[src/hw/rtl/fwsp_pkg.sv]
// shared types, constants and saturation helpers for the four-wheel speed pid unit
// no dependencies
package fwsp_pkg;

    localparam int WHEELS    = 4;
    localparam int WIDX_W    = (WHEELS > 1) ? $clog2(WHEELS) : 1;
    localparam int CFG_IDX_W = 3;
    localparam int CNT_W     = 6;

    localparam logic [CNT_W-1:0] MUL_LAST  = CNT_W'(47);
    localparam logic [CNT_W-1:0] RDIV_LAST = CNT_W'(63);
    localparam logic [CNT_W-1:0] SDIV_LAST = CNT_W'(31);

    localparam logic signed [31:0] ITERM_MAX_RST   = 32'sd65536000;
    localparam logic signed [31:0] ITERM_MIN_RST   = -32'sd65536000;
    localparam logic [15:0]        DRIVE_LIMIT_RST = 16'd1000;
    localparam logic [30:0]        SPEED_MAX_RST   = 31'd20185088;

    typedef enum logic [CFG_IDX_W-1:0] {
        CFG_GAIN_P      = 3'd0,
        CFG_GAIN_I      = 3'd1,
        CFG_GAIN_D      = 3'd2,
        CFG_ITERM_MAX   = 3'd3,
        CFG_ITERM_MIN   = 3'd4,
        CFG_DRIVE_LIMIT = 3'd5,
        CFG_SPEED_MAX   = 3'd6
    } cfg_idx_t;

    typedef enum logic [4:0] {
        ST_IDLE,
        ST_ADDC,
        ST_CHECK,
        ST_RS_LD,
        ST_RS_MUL,
        ST_RS_DIV,
        ST_RS_WB,
        ST_SPD_LD,
        ST_SPD_DIV,
        ST_SPD_WB,
        ST_P_MUL,
        ST_P_WB,
        ST_I_MUL,
        ST_I_WB,
        ST_D_MUL,
        ST_D_WB,
        ST_FIN,
        ST_OUT
    } state_t;

    function automatic logic signed [31:0] sat32(input logic signed [32:0] v);
        logic signed [31:0] r;
        r = v[31:0];
        if (v[32] != v[31])
        begin
            r = v[32] ? 32'sh8000_0000 : 32'sh7fff_ffff;
        end
        return r;
    endfunction

    function automatic logic signed [47:0] sat48(input logic signed [48:0] v);
        logic signed [47:0] r;
        r = v[47:0];
        if (v[48] != v[47])
        begin
            r = v[48] ? {1'b1, 47'd0} : {1'b0, {47{1'b1}}};
        end
        return r;
    endfunction

endpackage

[src/hw/rtl/four_wheel_speed_pid_unit.sv]
// four-wheel speed pid unit: target load, rescale, speed measure and pid per wheel
// uses fwsp_pkg; one shift-add multiplier and one restoring divider under a sequencer
//
// channel   direction  handshake            payload
// in        input      in_valid / in_stall  mode, target_a..d, count_a..d, elapsed_us,
//                                           heading_correction
// out       output     out_valid / out_stall drive_mag_a..d, drive_dir_a..d
// cfg       input      cfg_valid / cfg_ready cfg_index, cfg_data
//
// a load item writes the targets; a tick runs per wheel a 32-step speed division
// (skipped when elapsed_us is zero) and three 48-step multiplications, plus a
// 48-step multiplication and a 64-step division per wheel when targets are rescaled
// reset clears the wheel targets, speeds, last counts, error sums and last errors and loads the register defaults
// a result waits in the output register; a new item is taken meanwhile, and the
// sequencer holds before its last step until the output register is free
module four_wheel_speed_pid_unit (
    input  logic                               clk,
    input  logic                               rst_n,
    input  logic                               in_valid,
    output logic                               in_stall,
    input  logic                               mode,
    input  logic signed [31:0]                 target_a,
    input  logic signed [31:0]                 target_b,
    input  logic signed [31:0]                 target_c,
    input  logic signed [31:0]                 target_d,
    input  logic signed [15:0]                 count_a,
    input  logic signed [15:0]                 count_b,
    input  logic signed [15:0]                 count_c,
    input  logic signed [15:0]                 count_d,
    input  logic [15:0]                        elapsed_us,
    input  logic signed [31:0]                 heading_correction,
    output logic                               out_valid,
    input  logic                               out_stall,
    output logic [15:0]                        drive_mag_a,
    output logic [15:0]                        drive_mag_b,
    output logic [15:0]                        drive_mag_c,
    output logic [15:0]                        drive_mag_d,
    output logic                               drive_dir_a,
    output logic                               drive_dir_b,
    output logic                               drive_dir_c,
    output logic                               drive_dir_d,
    input  logic                               cfg_valid,
    output logic                               cfg_ready,
    input  logic [fwsp_pkg::CFG_IDX_W-1:0]     cfg_index,
    input  logic [31:0]                        cfg_data
);
    import fwsp_pkg::*;

    state_t state_reg, state_next;

    logic signed [31:0] gain_p_reg, gain_i_reg, gain_d_reg;
    logic signed [31:0] iterm_max_reg, iterm_min_reg;
    logic [15:0]        drive_limit_reg;
    logic [30:0]        speed_max_reg;

    logic signed [31:0] tgt_reg   [WHEELS];
    logic signed [31:0] tgt_next  [WHEELS];
    logic signed [31:0] meas_reg  [WHEELS];
    logic signed [31:0] meas_next [WHEELS];
    logic signed [15:0] lastc_reg [WHEELS];
    logic signed [15:0] lastc_next[WHEELS];
    logic signed [47:0] esum_reg  [WHEELS];
    logic signed [47:0] esum_next [WHEELS];
    logic signed [31:0] lerr_reg  [WHEELS];
    logic signed [31:0] lerr_next [WHEELS];
    logic [15:0]        wmag_reg  [WHEELS];
    logic [15:0]        wmag_next [WHEELS];
    logic               wdir_reg  [WHEELS];
    logic               wdir_next [WHEELS];
    logic [15:0]        omag_reg  [WHEELS];
    logic [15:0]        omag_next [WHEELS];
    logic               odir_reg  [WHEELS];
    logic               odir_next [WHEELS];
    logic signed [15:0] cnt_in_reg[WHEELS];
    logic signed [15:0] cnt_in_next[WHEELS];

    logic signed [31:0] in_tgt [WHEELS];
    logic signed [15:0] in_cnt [WHEELS];

    logic [15:0]        elapsed_reg, elapsed_next;
    logic signed [31:0] corr_reg, corr_next;
    logic [WIDX_W-1:0]  widx_reg, widx_next;
    logic [CNT_W-1:0]   cnt_reg, cnt_next;
    logic [31:0]        largest_reg, largest_next;
    logic [79:0]        prod_reg, prod_next;
    logic [31:0]        mcand_reg, mcand_next;
    logic               neg_reg, neg_next;
    logic [63:0]        dsh_reg, dsh_next;
    logic [31:0]        drem_reg, drem_next;
    logic [31:0]        dvsr_reg, dvsr_next;
    logic signed [31:0] err_reg, err_next;
    logic signed [47:0] pt_reg, pt_next;
    logic signed [31:0] it_reg, it_next;
    logic signed [48:0] dt_reg, dt_next;
    logic               out_valid_reg, out_valid_next;

    logic [32:0]        msum;
    logic [79:0]        mstep;
    logic [32:0]        dtry;
    logic               dge;
    logic [31:0]        drem_step;
    logic [63:0]        dsh_step;
    logic               last_wheel;

    logic signed [32:0] s33;
    logic [31:0]        abs32;
    logic signed [15:0] delta16;
    logic [15:0]        adelta;
    logic [31:0]        quo;
    logic signed [31:0] spd;
    logic signed [31:0] errv;
    logic signed [47:0] sumv;
    logic signed [47:0] m48s;
    logic signed [64:0] itv;
    logic signed [32:0] ddiff;
    logic [32:0]        addiff;
    logic signed [49:0] osum;
    logic signed [49:0] lim50;
    logic signed [49:0] oclp;
    logic [49:0]        oabs;
    logic [47:0]        esum_abs;

    assign in_tgt[0] = target_a;
    assign in_tgt[1] = target_b;
    assign in_tgt[2] = target_c;
    assign in_tgt[3] = target_d;
    assign in_cnt[0] = count_a;
    assign in_cnt[1] = count_b;
    assign in_cnt[2] = count_c;
    assign in_cnt[3] = count_d;

    assign in_stall  = (state_reg != ST_IDLE);
    assign cfg_ready = 1'b1;
    assign out_valid = out_valid_reg;

    assign drive_mag_a = omag_reg[0];
    assign drive_mag_b = omag_reg[1];
    assign drive_mag_c = omag_reg[2];
    assign drive_mag_d = omag_reg[3];
    assign drive_dir_a = odir_reg[0];
    assign drive_dir_b = odir_reg[1];
    assign drive_dir_c = odir_reg[2];
    assign drive_dir_d = odir_reg[3];

    // shared shift-add multiplier step
    assign msum  = {1'b0, prod_reg[79:48]} + (prod_reg[0] ? {1'b0, mcand_reg} : 33'd0);
    assign mstep = {msum, prod_reg[47:1]};

    // shared restoring divider step
    assign dtry      = {drem_reg, dsh_reg[63]};
    assign dge       = (dtry >= {1'b0, dvsr_reg});
    assign drem_step = dge ? 32'(dtry - {1'b0, dvsr_reg}) : dtry[31:0];
    assign dsh_step  = {dsh_reg[62:0], dge};

    assign last_wheel = (widx_reg == WIDX_W'(WHEELS - 1));

    always_ff @(posedge clk or negedge rst_n)
    begin
        if (!rst_n)
        begin
            state_reg       <= ST_IDLE;
            gain_p_reg      <= '0;
            gain_i_reg      <= '0;
            gain_d_reg      <= '0;
            iterm_max_reg   <= ITERM_MAX_RST;
            iterm_min_reg   <= ITERM_MIN_RST;
            drive_limit_reg <= DRIVE_LIMIT_RST;
            speed_max_reg   <= SPEED_MAX_RST;
            out_valid_reg   <= 1'b0;
            widx_reg        <= '0;
            cnt_reg         <= '0;
            for (int i = 0; i < WHEELS; i++)
            begin
                tgt_reg[i]   <= '0;
                meas_reg[i]  <= '0;
                lastc_reg[i] <= '0;
                esum_reg[i]  <= '0;
                lerr_reg[i]  <= '0;
            end
        end
        else
        begin
            state_reg     <= state_next;
            out_valid_reg <= out_valid_next;
            widx_reg      <= widx_next;
            cnt_reg       <= cnt_next;
            for (int i = 0; i < WHEELS; i++)
            begin
                tgt_reg[i]   <= tgt_next[i];
                meas_reg[i]  <= meas_next[i];
                lastc_reg[i] <= lastc_next[i];
                esum_reg[i]  <= esum_next[i];
                lerr_reg[i]  <= lerr_next[i];
            end
            if (cfg_valid)
            begin
                unique case (cfg_index)
                    CFG_GAIN_P:      gain_p_reg      <= cfg_data;
                    CFG_GAIN_I:      gain_i_reg      <= cfg_data;
                    CFG_GAIN_D:      gain_d_reg      <= cfg_data;
                    CFG_ITERM_MAX:   iterm_max_reg   <= cfg_data;
                    CFG_ITERM_MIN:   iterm_min_reg   <= cfg_data;
                    CFG_DRIVE_LIMIT: drive_limit_reg <= cfg_data[15:0];
                    CFG_SPEED_MAX:   speed_max_reg   <= cfg_data[30:0];
                    default:         ;
                endcase
            end
        end
    end

    always_ff @(posedge clk)
    begin
        elapsed_reg <= elapsed_next;
        corr_reg    <= corr_next;
        largest_reg <= largest_next;
        prod_reg    <= prod_next;
        mcand_reg   <= mcand_next;
        neg_reg     <= neg_next;
        dsh_reg     <= dsh_next;
        drem_reg    <= drem_next;
        dvsr_reg    <= dvsr_next;
        err_reg     <= err_next;
        pt_reg      <= pt_next;
        it_reg      <= it_next;
        dt_reg      <= dt_next;
        for (int i = 0; i < WHEELS; i++)
        begin
            wmag_reg[i]   <= wmag_next[i];
            wdir_reg[i]   <= wdir_next[i];
            omag_reg[i]   <= omag_next[i];
            odir_reg[i]   <= odir_next[i];
            cnt_in_reg[i] <= cnt_in_next[i];
        end
    end

    always_comb
    begin
        state_next     = state_reg;
        out_valid_next = out_valid_reg && out_stall;
        widx_next      = widx_reg;
        cnt_next       = cnt_reg;
        elapsed_next   = elapsed_reg;
        corr_next      = corr_reg;
        largest_next   = largest_reg;
        prod_next      = prod_reg;
        mcand_next     = mcand_reg;
        neg_next       = neg_reg;
        dsh_next       = dsh_reg;
        drem_next      = drem_reg;
        dvsr_next      = dvsr_reg;
        err_next       = err_reg;
        pt_next        = pt_reg;
        it_next        = it_reg;
        dt_next        = dt_reg;
        for (int i = 0; i < WHEELS; i++)
        begin
            tgt_next[i]    = tgt_reg[i];
            meas_next[i]   = meas_reg[i];
            lastc_next[i]  = lastc_reg[i];
            esum_next[i]   = esum_reg[i];
            lerr_next[i]   = lerr_reg[i];
            wmag_next[i]   = wmag_reg[i];
            wdir_next[i]   = wdir_reg[i];
            omag_next[i]   = omag_reg[i];
            odir_next[i]   = odir_reg[i];
            cnt_in_next[i] = cnt_in_reg[i];
        end

        s33      = '0;
        abs32    = '0;
        delta16  = '0;
        adelta   = '0;
        quo      = dsh_reg[31:0];
        spd      = neg_reg ? -$signed(quo) : $signed(quo);
        errv     = '0;
        sumv     = '0;
        m48s     = '0;
        itv      = '0;
        ddiff    = '0;
        addiff   = '0;
        esum_abs = '0;
        lim50    = $signed({18'd0, drive_limit_reg, 16'd0});
        osum     = 50'(pt_reg) + 50'(it_reg) + 50'(dt_reg);
        oclp     = osum;
        oabs     = '0;

        unique case (state_reg)
            ST_IDLE:
            begin
                if (in_valid)
                begin
                    if (!mode)
                    begin
                        for (int i = 0; i < WHEELS; i++)
                        begin
                            tgt_next[i] = in_tgt[i];
                        end
                    end
                    else
                    begin
                        for (int i = 0; i < WHEELS; i++)
                        begin
                            cnt_in_next[i] = in_cnt[i];
                        end
                        elapsed_next = elapsed_us;
                        corr_next    = heading_correction;
                        largest_next = '0;
                        widx_next    = '0;
                        state_next   = ST_ADDC;
                    end
                end
            end
            ST_ADDC:
            begin
                s33 = 33'(tgt_reg[widx_reg]) + 33'(corr_reg);
                tgt_next[widx_reg] = sat32(s33);
                abs32 = meas_reg[widx_reg][31] ? 32'(-meas_reg[widx_reg])
                                               : 32'(meas_reg[widx_reg]);
                if (abs32 > largest_reg)
                begin
                    largest_next = abs32;
                end
                widx_next = widx_reg + 1'b1;
                if (last_wheel)
                begin
                    widx_next  = '0;
                    state_next = ST_CHECK;
                end
            end
            ST_CHECK:
            begin
                state_next = (largest_reg > {1'b0, speed_max_reg}) ? ST_RS_LD : ST_SPD_LD;
            end
            ST_RS_LD:
            begin
                abs32 = tgt_reg[widx_reg][31] ? 32'(-tgt_reg[widx_reg])
                                              : 32'(tgt_reg[widx_reg]);
                mcand_next = abs32;
                prod_next  = {32'd0, 17'd0, speed_max_reg};
                neg_next   = tgt_reg[widx_reg][31];
                cnt_next   = '0;
                state_next = ST_RS_MUL;
            end
            ST_RS_MUL:
            begin
                prod_next = mstep;
                cnt_next  = cnt_reg + 1'b1;
                if (cnt_reg == MUL_LAST)
                begin
                    dsh_next   = mstep[63:0];
                    drem_next  = '0;
                    dvsr_next  = largest_reg;
                    cnt_next   = '0;
                    state_next = ST_RS_DIV;
                end
            end
            ST_RS_DIV:
            begin
                dsh_next  = dsh_step;
                drem_next = drem_step;
                cnt_next  = cnt_reg + 1'b1;
                if (cnt_reg == RDIV_LAST)
                begin
                    state_next = ST_RS_WB;
                end
            end
            ST_RS_WB:
            begin
                tgt_next[widx_reg] = spd;
                widx_next = widx_reg + 1'b1;
                state_next = ST_RS_LD;
                if (last_wheel)
                begin
                    widx_next  = '0;
                    state_next = ST_SPD_LD;
                end
            end
            ST_SPD_LD:
            begin
                delta16 = cnt_in_reg[widx_reg] - lastc_reg[widx_reg];
                adelta  = delta16[15] ? 16'(-delta16) : 16'(delta16);
                lastc_next[widx_reg] = cnt_in_reg[widx_reg];
                drem_next = '0;
                dvsr_next = {16'd0, elapsed_reg};
                cnt_next  = '0;
                if (elapsed_reg == 16'd0)
                begin
                    dsh_next   = '0;
                    neg_next   = 1'b0;
                    state_next = ST_SPD_WB;
                end
                else
                begin
                    dsh_next   = {adelta, 48'd0};
                    neg_next   = delta16[15];
                    state_next = ST_SPD_DIV;
                end
            end
            ST_SPD_DIV:
            begin
                dsh_next  = dsh_step;
                drem_next = drem_step;
                cnt_next  = cnt_reg + 1'b1;
                if (cnt_reg == SDIV_LAST)
                begin
                    state_next = ST_SPD_WB;
                end
            end
            ST_SPD_WB:
            begin
                meas_next[widx_reg] = spd;
                s33  = 33'(tgt_reg[widx_reg]) - 33'(spd);
                errv = sat32(s33);
                err_next = errv;
                sumv = sat48(49'(esum_reg[widx_reg]) + 49'(errv));
                esum_next[widx_reg] = sumv;
                abs32 = errv[31] ? 32'(-errv) : 32'(errv);
                mcand_next = gain_p_reg[31] ? 32'(-gain_p_reg) : 32'(gain_p_reg);
                prod_next  = {32'd0, 16'd0, abs32};
                neg_next   = gain_p_reg[31] ^ errv[31];
                cnt_next   = '0;
                state_next = ST_P_MUL;
            end
            ST_P_MUL, ST_I_MUL, ST_D_MUL:
            begin
                prod_next = mstep;
                cnt_next  = cnt_reg + 1'b1;
                if (cnt_reg == MUL_LAST)
                begin
                    unique case (state_reg)
                        ST_P_MUL: state_next = ST_P_WB;
                        ST_I_MUL: state_next = ST_I_WB;
                        default:  state_next = ST_D_WB;
                    endcase
                end
            end
            ST_P_WB:
            begin
                m48s    = $signed(prod_reg[63:16]);
                pt_next = neg_reg ? -m48s : m48s;
                esum_abs = esum_reg[widx_reg][47] ? 48'(-esum_reg[widx_reg])
                                                  : 48'(esum_reg[widx_reg]);
                mcand_next = gain_i_reg[31] ? 32'(-gain_i_reg) : 32'(gain_i_reg);
                prod_next  = {32'd0, esum_abs};
                neg_next   = gain_i_reg[31] ^ esum_reg[widx_reg][47];
                cnt_next   = '0;
                state_next = ST_I_MUL;
            end
            ST_I_WB:
            begin
                itv = neg_reg ? -$signed({1'b0, prod_reg[79:16]})
                              : $signed({1'b0, prod_reg[79:16]});
                priority if (itv > 65'(iterm_max_reg))
                begin
                    it_next = iterm_max_reg;
                end
                else if (itv < 65'(iterm_min_reg))
                begin
                    it_next = iterm_min_reg;
                end
                else
                begin
                    it_next = itv[31:0];
                end
                ddiff  = 33'(err_reg) - 33'(lerr_reg[widx_reg]);
                addiff = ddiff[32] ? 33'(-ddiff) : 33'(ddiff);
                lerr_next[widx_reg] = err_reg;
                mcand_next = gain_d_reg[31] ? 32'(-gain_d_reg) : 32'(gain_d_reg);
                prod_next  = {32'd0, 15'd0, addiff};
                neg_next   = gain_d_reg[31] ^ ddiff[32];
                cnt_next   = '0;
                state_next = ST_D_MUL;
            end
            ST_D_WB:
            begin
                dt_next = neg_reg ? -$signed({1'b0, prod_reg[63:16]})
                                  : $signed({1'b0, prod_reg[63:16]});
                state_next = ST_FIN;
            end
            ST_FIN:
            begin
                priority if (osum > lim50)
                begin
                    oclp = lim50;
                end
                else if (osum < -lim50)
                begin
                    oclp = -lim50;
                end
                else
                begin
                    oclp = osum;
                end
                oabs = oclp[49] ? 50'(-oclp) : 50'(oclp);
                wmag_next[widx_reg] = oabs[31:16];
                wdir_next[widx_reg] = !(oclp > 50'sd0);
                widx_next  = widx_reg + 1'b1;
                state_next = ST_SPD_LD;
                if (last_wheel)
                begin
                    widx_next  = '0;
                    state_next = ST_OUT;
                end
            end
            ST_OUT:
            begin
                if (!(out_valid_reg && out_stall))
                begin
                    for (int i = 0; i < WHEELS; i++)
                    begin
                        omag_next[i] = wmag_reg[i];
                        odir_next[i] = wdir_reg[i];
                    end
                    out_valid_next = 1'b1;
                    state_next     = ST_IDLE;
                end
            end
            default:
            begin
                state_next = ST_IDLE;
            end
        endcase
    end

    a_tick_starts: assert property (@(posedge clk) disable iff (!rst_n)
        (in_valid && !in_stall && mode) |=> (state_reg == ST_ADDC))
        else $error("tick did not start the sequence");

    a_out_load: assert property (@(posedge clk) disable iff (!rst_n)
        (state_reg == ST_OUT && !(out_valid_reg && out_stall))
        |=> (out_valid_reg && state_reg == ST_IDLE))
        else $error("finished result not presented");

    a_out_hold: assert property (@(posedge clk) disable iff (!rst_n)
        (state_reg == ST_OUT && out_valid_reg && out_stall) |=> (state_reg == ST_OUT))
        else $error("result overwritten while stalled");

    a_spd_cnt: assert property (@(posedge clk) disable iff (!rst_n)
        (state_reg == ST_SPD_DIV) |-> (cnt_reg <= SDIV_LAST))
        else $error("speed division ran past its last step");

    a_largest: assert property (@(posedge clk) disable iff (!rst_n)
        (state_reg == ST_RS_DIV) |-> (dvsr_reg != 32'd0))
        else $error("rescale division by zero");

endmodule
[config.mk]
export PLATFORM = sky130hd
export DESIGN_NAME = four_wheel_speed_pid_unit
export DESIGN_NICKNAME = d
export VERILOG_FILES = /design/src/hw/rtl/fwsp_pkg.sv /design/src/hw/rtl/four_wheel_speed_pid_unit.sv
export SDC_FILE = /design/constraint.sdc
export NUM_CORES = 2
export LEC_CHECK = 0
export BUFFER_PORTS_ARGS = -buffer_cell sky130_fd_sc_hd__clkbuf_2
export CAP_MARGIN = 5
export CELL_PAD_IN_SITES_DETAIL_PLACEMENT = 0
export CELL_PAD_IN_SITES_GLOBAL_PLACEMENT = 2
export CORE_MARGIN = 5
export CORE_UTILIZATION = 35
export DETAILED_ROUTE_END_ITERATION = 16
export HOLD_SLACK_MARGIN = 0.02
export PLACE_DENSITY = 0.81
export SLEW_MARGIN = 20
export SYNTH_ARGS = -nofsm -noshare
export SYNTH_HDL_FRONTEND = slang
export SYNTH_SLANG_ARGS = --single-unit
[constraint.sdc]
create_clock -name clk -period 13.6 [get_ports clk]
set_input_delay 0 -clock clk [delete_from_list [all_inputs] [get_ports clk]]
set_output_delay 0 -clock clk [all_outputs]
set_load 0.02 [all_outputs]
==> results.json <==
{
  "die-area_um2": 286000,
  "tightest_slew_ps": 1310,
  "start_util": 0.352,
  "critPathBufInv": 7,
  "synthFlopType": "dfrtp_1",
  "crit_required_ps": 14220,
  "finalNetCount": 11100,
  "largest_reg_flops": 192,
  "rr_worst_depth": 44,
  "area_growth_pct": 17.4,
  "min_to": "tgt_reg[10]$_DFFE_PN0P_",
  "path_common_cell": "a21oi_1",
  "yosysSeqAreaShare": 0.437,
  "antenna_found_initial": 36,
  "post-dp-hpwl_mm": 256,
  "synth_top_cell_by_area": "dfrtp_1",
  "fillCellCount": 26100,
  "whs_path_depth": 4,
  "synth_area_leaders": "dfrtp_1 22%, edfxtp_1 21%, ha_1 6.9%",
  "route.detailed.wl_per_inst_um": 24.9,
  "slew_violations": 0,
  "timing_hold_violations_final": 0,
  "track_usage": 0.236,
  "fin_skew_ps": 104,
  "first_global_vias": 78000,
  "ff_latch_area_um2": 42100,
  "max_freq_mhz": 78.9,
  "portBuffers": 350,
  "finalSetupViolCount": 0,
  "cp_top_family": "compound AO/OA/AOI/OAI gates",
  "die_w_um": 534,
  "slowest_stage": "xnor2_1",
  "gr-total-overflow": 0,
  "drive_above_1_share": 0.148,
  "drtAntennaViolNets": 0,
  "hold_path.startpoint": "target_d[10]",
  "std_cell_rows": 192,
  "reg2reg_from": "dsh_reg[3]$_DFFE_PP_",
  "cts_tree": "built",
  "clock-root-buffer": "clkbuf_16",
  "crit_path_start_kind": "flop",
  "grt_max_degree": 225,
  "cap_violations": 0,
  "syn-num-nets": 10400,
  "status": "finished, final reports clean",
  "firstDrtPassIters": 6,
  "rsz0062_at_grt": "false",
  "endpoint_kind": "flop",
  "synth_area_um2": 96200,
  "wl_mm": 349,
  "timing.rr.end": "esum_reg[171]$_DFFE_PN0P_",
  "cts_setup_buffers": 0,
  "htreeDepth": 4,
  "crit_fanout": 26,
  "netlist_instances": 9569,
  "drt_iter0_markers": 7674,
  "hp-class": "in -> reg",
  "async_reset_ff_frac": 0.558,
  "clock-sinks": 1543,
  "clk_path_buf_depth": 4,
  "multi_input_area_um2": 51200,
  "place_congestion": 0.941,
  "ys_seq_elements": 1543,
  "remaining_drc_errors": 0,
  "path_clk_slew_ps": 60,
  "coreArea_um2": 274000,
  "synth_area_per_cell_um2": 10.1,
  "clkLatencyLatePin_ps": 890,
  "path_class": "reg -> reg",
  "viasPerCell": 5.71,
  "pin_count": 352,
  "die_y_um": 534,
  "netlist.area_leader.share": 0.218,
  "critical_path_arrival_ps": 13290,
  "reg2reg_slack_ps": 930,
  "period_share": 0.932,
  "yosysUniqueCellTypes": 114,
  "vias": 80000,
  "yosysWarnings": 0,
  "crit_path_max_incr_delay_ps": 840,
  "synth_edf_count": 682,
  "tns_ps": 0,
  "slew_headroom": 0.116,
  "period_minus_slack_ps": 12670,
  "cts_buffers": 183,
  "grt_pass1_wl_mm": 517
}
==> cell families (layout without fill, tap and decap cells) <==
| logic type | count (synthesis) | in the layout | synth area share |
|---|---|---|---|
| AOI/OAI and AO/OA | 2635 | 2635 | 0.168 |
| buffers and inverters | 868 | 1708 | 0.0347 |
| and+or+nand+nor | 2689 | 2689 | 0.129 |
| adders and majority gates | 598 | 598 | 0.0819 |
| other | 1 | 16 | 0.0000390 |
| muxes | 663 | 663 | 0.0967 |
| DFF | 1543 | 1543 | 0.437 |
| xor gates and xnor gates | 572 | 572 | 0.0521 |
==> cell usage in the layout, fill, tap and decap left out, types with 203 or more instances in the layout <==
cell           synthesis  routed
nand2_1              936     929
a21oi_1              855     851
dfrtp_1              837     835
o21ai_0              793     785
nor2_1               782     769
edfxtp_1             682     682
ha_1                 528     523
dlygate4sd3_1          0     479
mux2_2               401     401
inv_1                388     387
xnor2_1              367     366
clkbuf_2               1     349
xor2_1               205     203
==> final cells by class <==
class | instances | share of cell area
Clock buffer | 240 | 0.0445
Clock inverter | 99 | 0.00833
Antenna cell | 15 | 0.000332
Inverter | 394 | 0.0131
Timing Repair Buffer | 975 | 0.0685
Tap cell | 3589 | 0.0398
Sequential cell | 1543 | 0.372
Multi-Input combinational cell | 7158 | 0.453
==> cell usage after synthesis (25+ instances only) <==
| cell type | n |
|---|---|
| nand2_1 | 936 |
| a211oi_1 | 73 |
| xor2_1 | 205 |
| o31ai_1 | 90 |
| nor3_1 | 140 |
| buf_1 | 35 |
| buf_2 | 34 |
| edfxtp_1 | 682 |
| a31oi_1 | 65 |
| nor2b_1 | 76 |
| xnor2_1 | 367 |
| and3_1 | 52 |
| o21ai_0 | 793 |
| ha_1 | 528 |
| o22a_1 | 39 |
| dfrtp_1 | 837 |
| inv_1 | 388 |
| o21a_1 | 72 |
| nand3_1 | 143 |
| a221oi_1 | 92 |
| a21oi_1 | 855 |
| mux2i_1 | 88 |
| or4_1 | 25 |
| mux4_2 | 173 |
| and2_1 | 119 |
| mux2_2 | 401 |
| fa_1 | 57 |
| or3_1 | 81 |
| nand4_1 | 80 |
| o41ai_1 | 27 |
| nand2b_1 | 82 |
| o211ai_1 | 38 |
| or2_2 | 37 |
| nor4_1 | 35 |
| o21bai_1 | 50 |
| o22ai_1 | 39 |
| clkbuf_1 | 396 |
| nor2_1 | 782 |
| a21o_1 | 163 |
==> layer usage <==
layer | global-route usage | vias up | share of wire
met5 | 0 | - | 0.00022
met1 | 0.327 | 39800 | 0.43
met3 | 0.0415 | 618 | 0.076
met4 | 0.0915 | 12 | 0.043
li1 | - | 36400 | -
met2 | 0.369 | 3140 | 0.45
==> per-stage QoR <==
stage	utilization	std cells	cell area, um^2	hold slack (ps)	setup slack, ps
after floorplan	-	9569	96200	-296	2590
after global placement	0.373	13200	102000	93.7	1470
after detailed placement	0.373	13200	102000	99.6	1310
after CTS	0.413	14000	113000	20.7	1150
after global routing	0.413	14000	113000	71.7	65.6
final	0.413	14000	113000	68.8	927
==> worst min-delay path: stages <==
cell	delay (ps)
dlygate4sd3_1	550
clkbuf_2	140
a221oi_1	80
a21oi_1	140
==> worst max-delay path by stage <==
stage                                  startpoint                        end  slack, ps  depth (start not counted)
final                        dsh_reg[3]$_DFFE_PP_  esum_reg[171]$_DFFE_PN0P_        930                         44
after global routing         dsh_reg[2]$_DFFE_PP_  esum_reg[118]$_DFFE_PN0P_         70                         44
after CTS                    dsh_reg[3]$_DFFE_PP_  esum_reg[119]$_DFFE_PN0P_       1150                         44
after detailed placement     dsh_reg[3]$_DFFE_PP_  esum_reg[119]$_DFFE_PN0P_       1310                         44
after global placement       dsh_reg[3]$_DFFE_PP_   esum_reg[69]$_DFFE_PN0P_       1470                         44
after floorplan           widx_reg[0]$_DFFE_PN0P_   esum_reg[79]$_DFFE_PN0P_       2590                         45
==> repair_timing <==
| item | 4_1_cts | 5_1_grt |
|---|---|---|
| hold endpoints to repair | 886 | 0 |
| hold buffers | 480 | 0 |
| resized for setup | 0 | 2 |
| endpoints found under the setup margin | 0 | 12 |
Power is left out: the tool's default activity adds up to more than one toggle a clock period on the data nets, which glitch-free logic cannot reach.
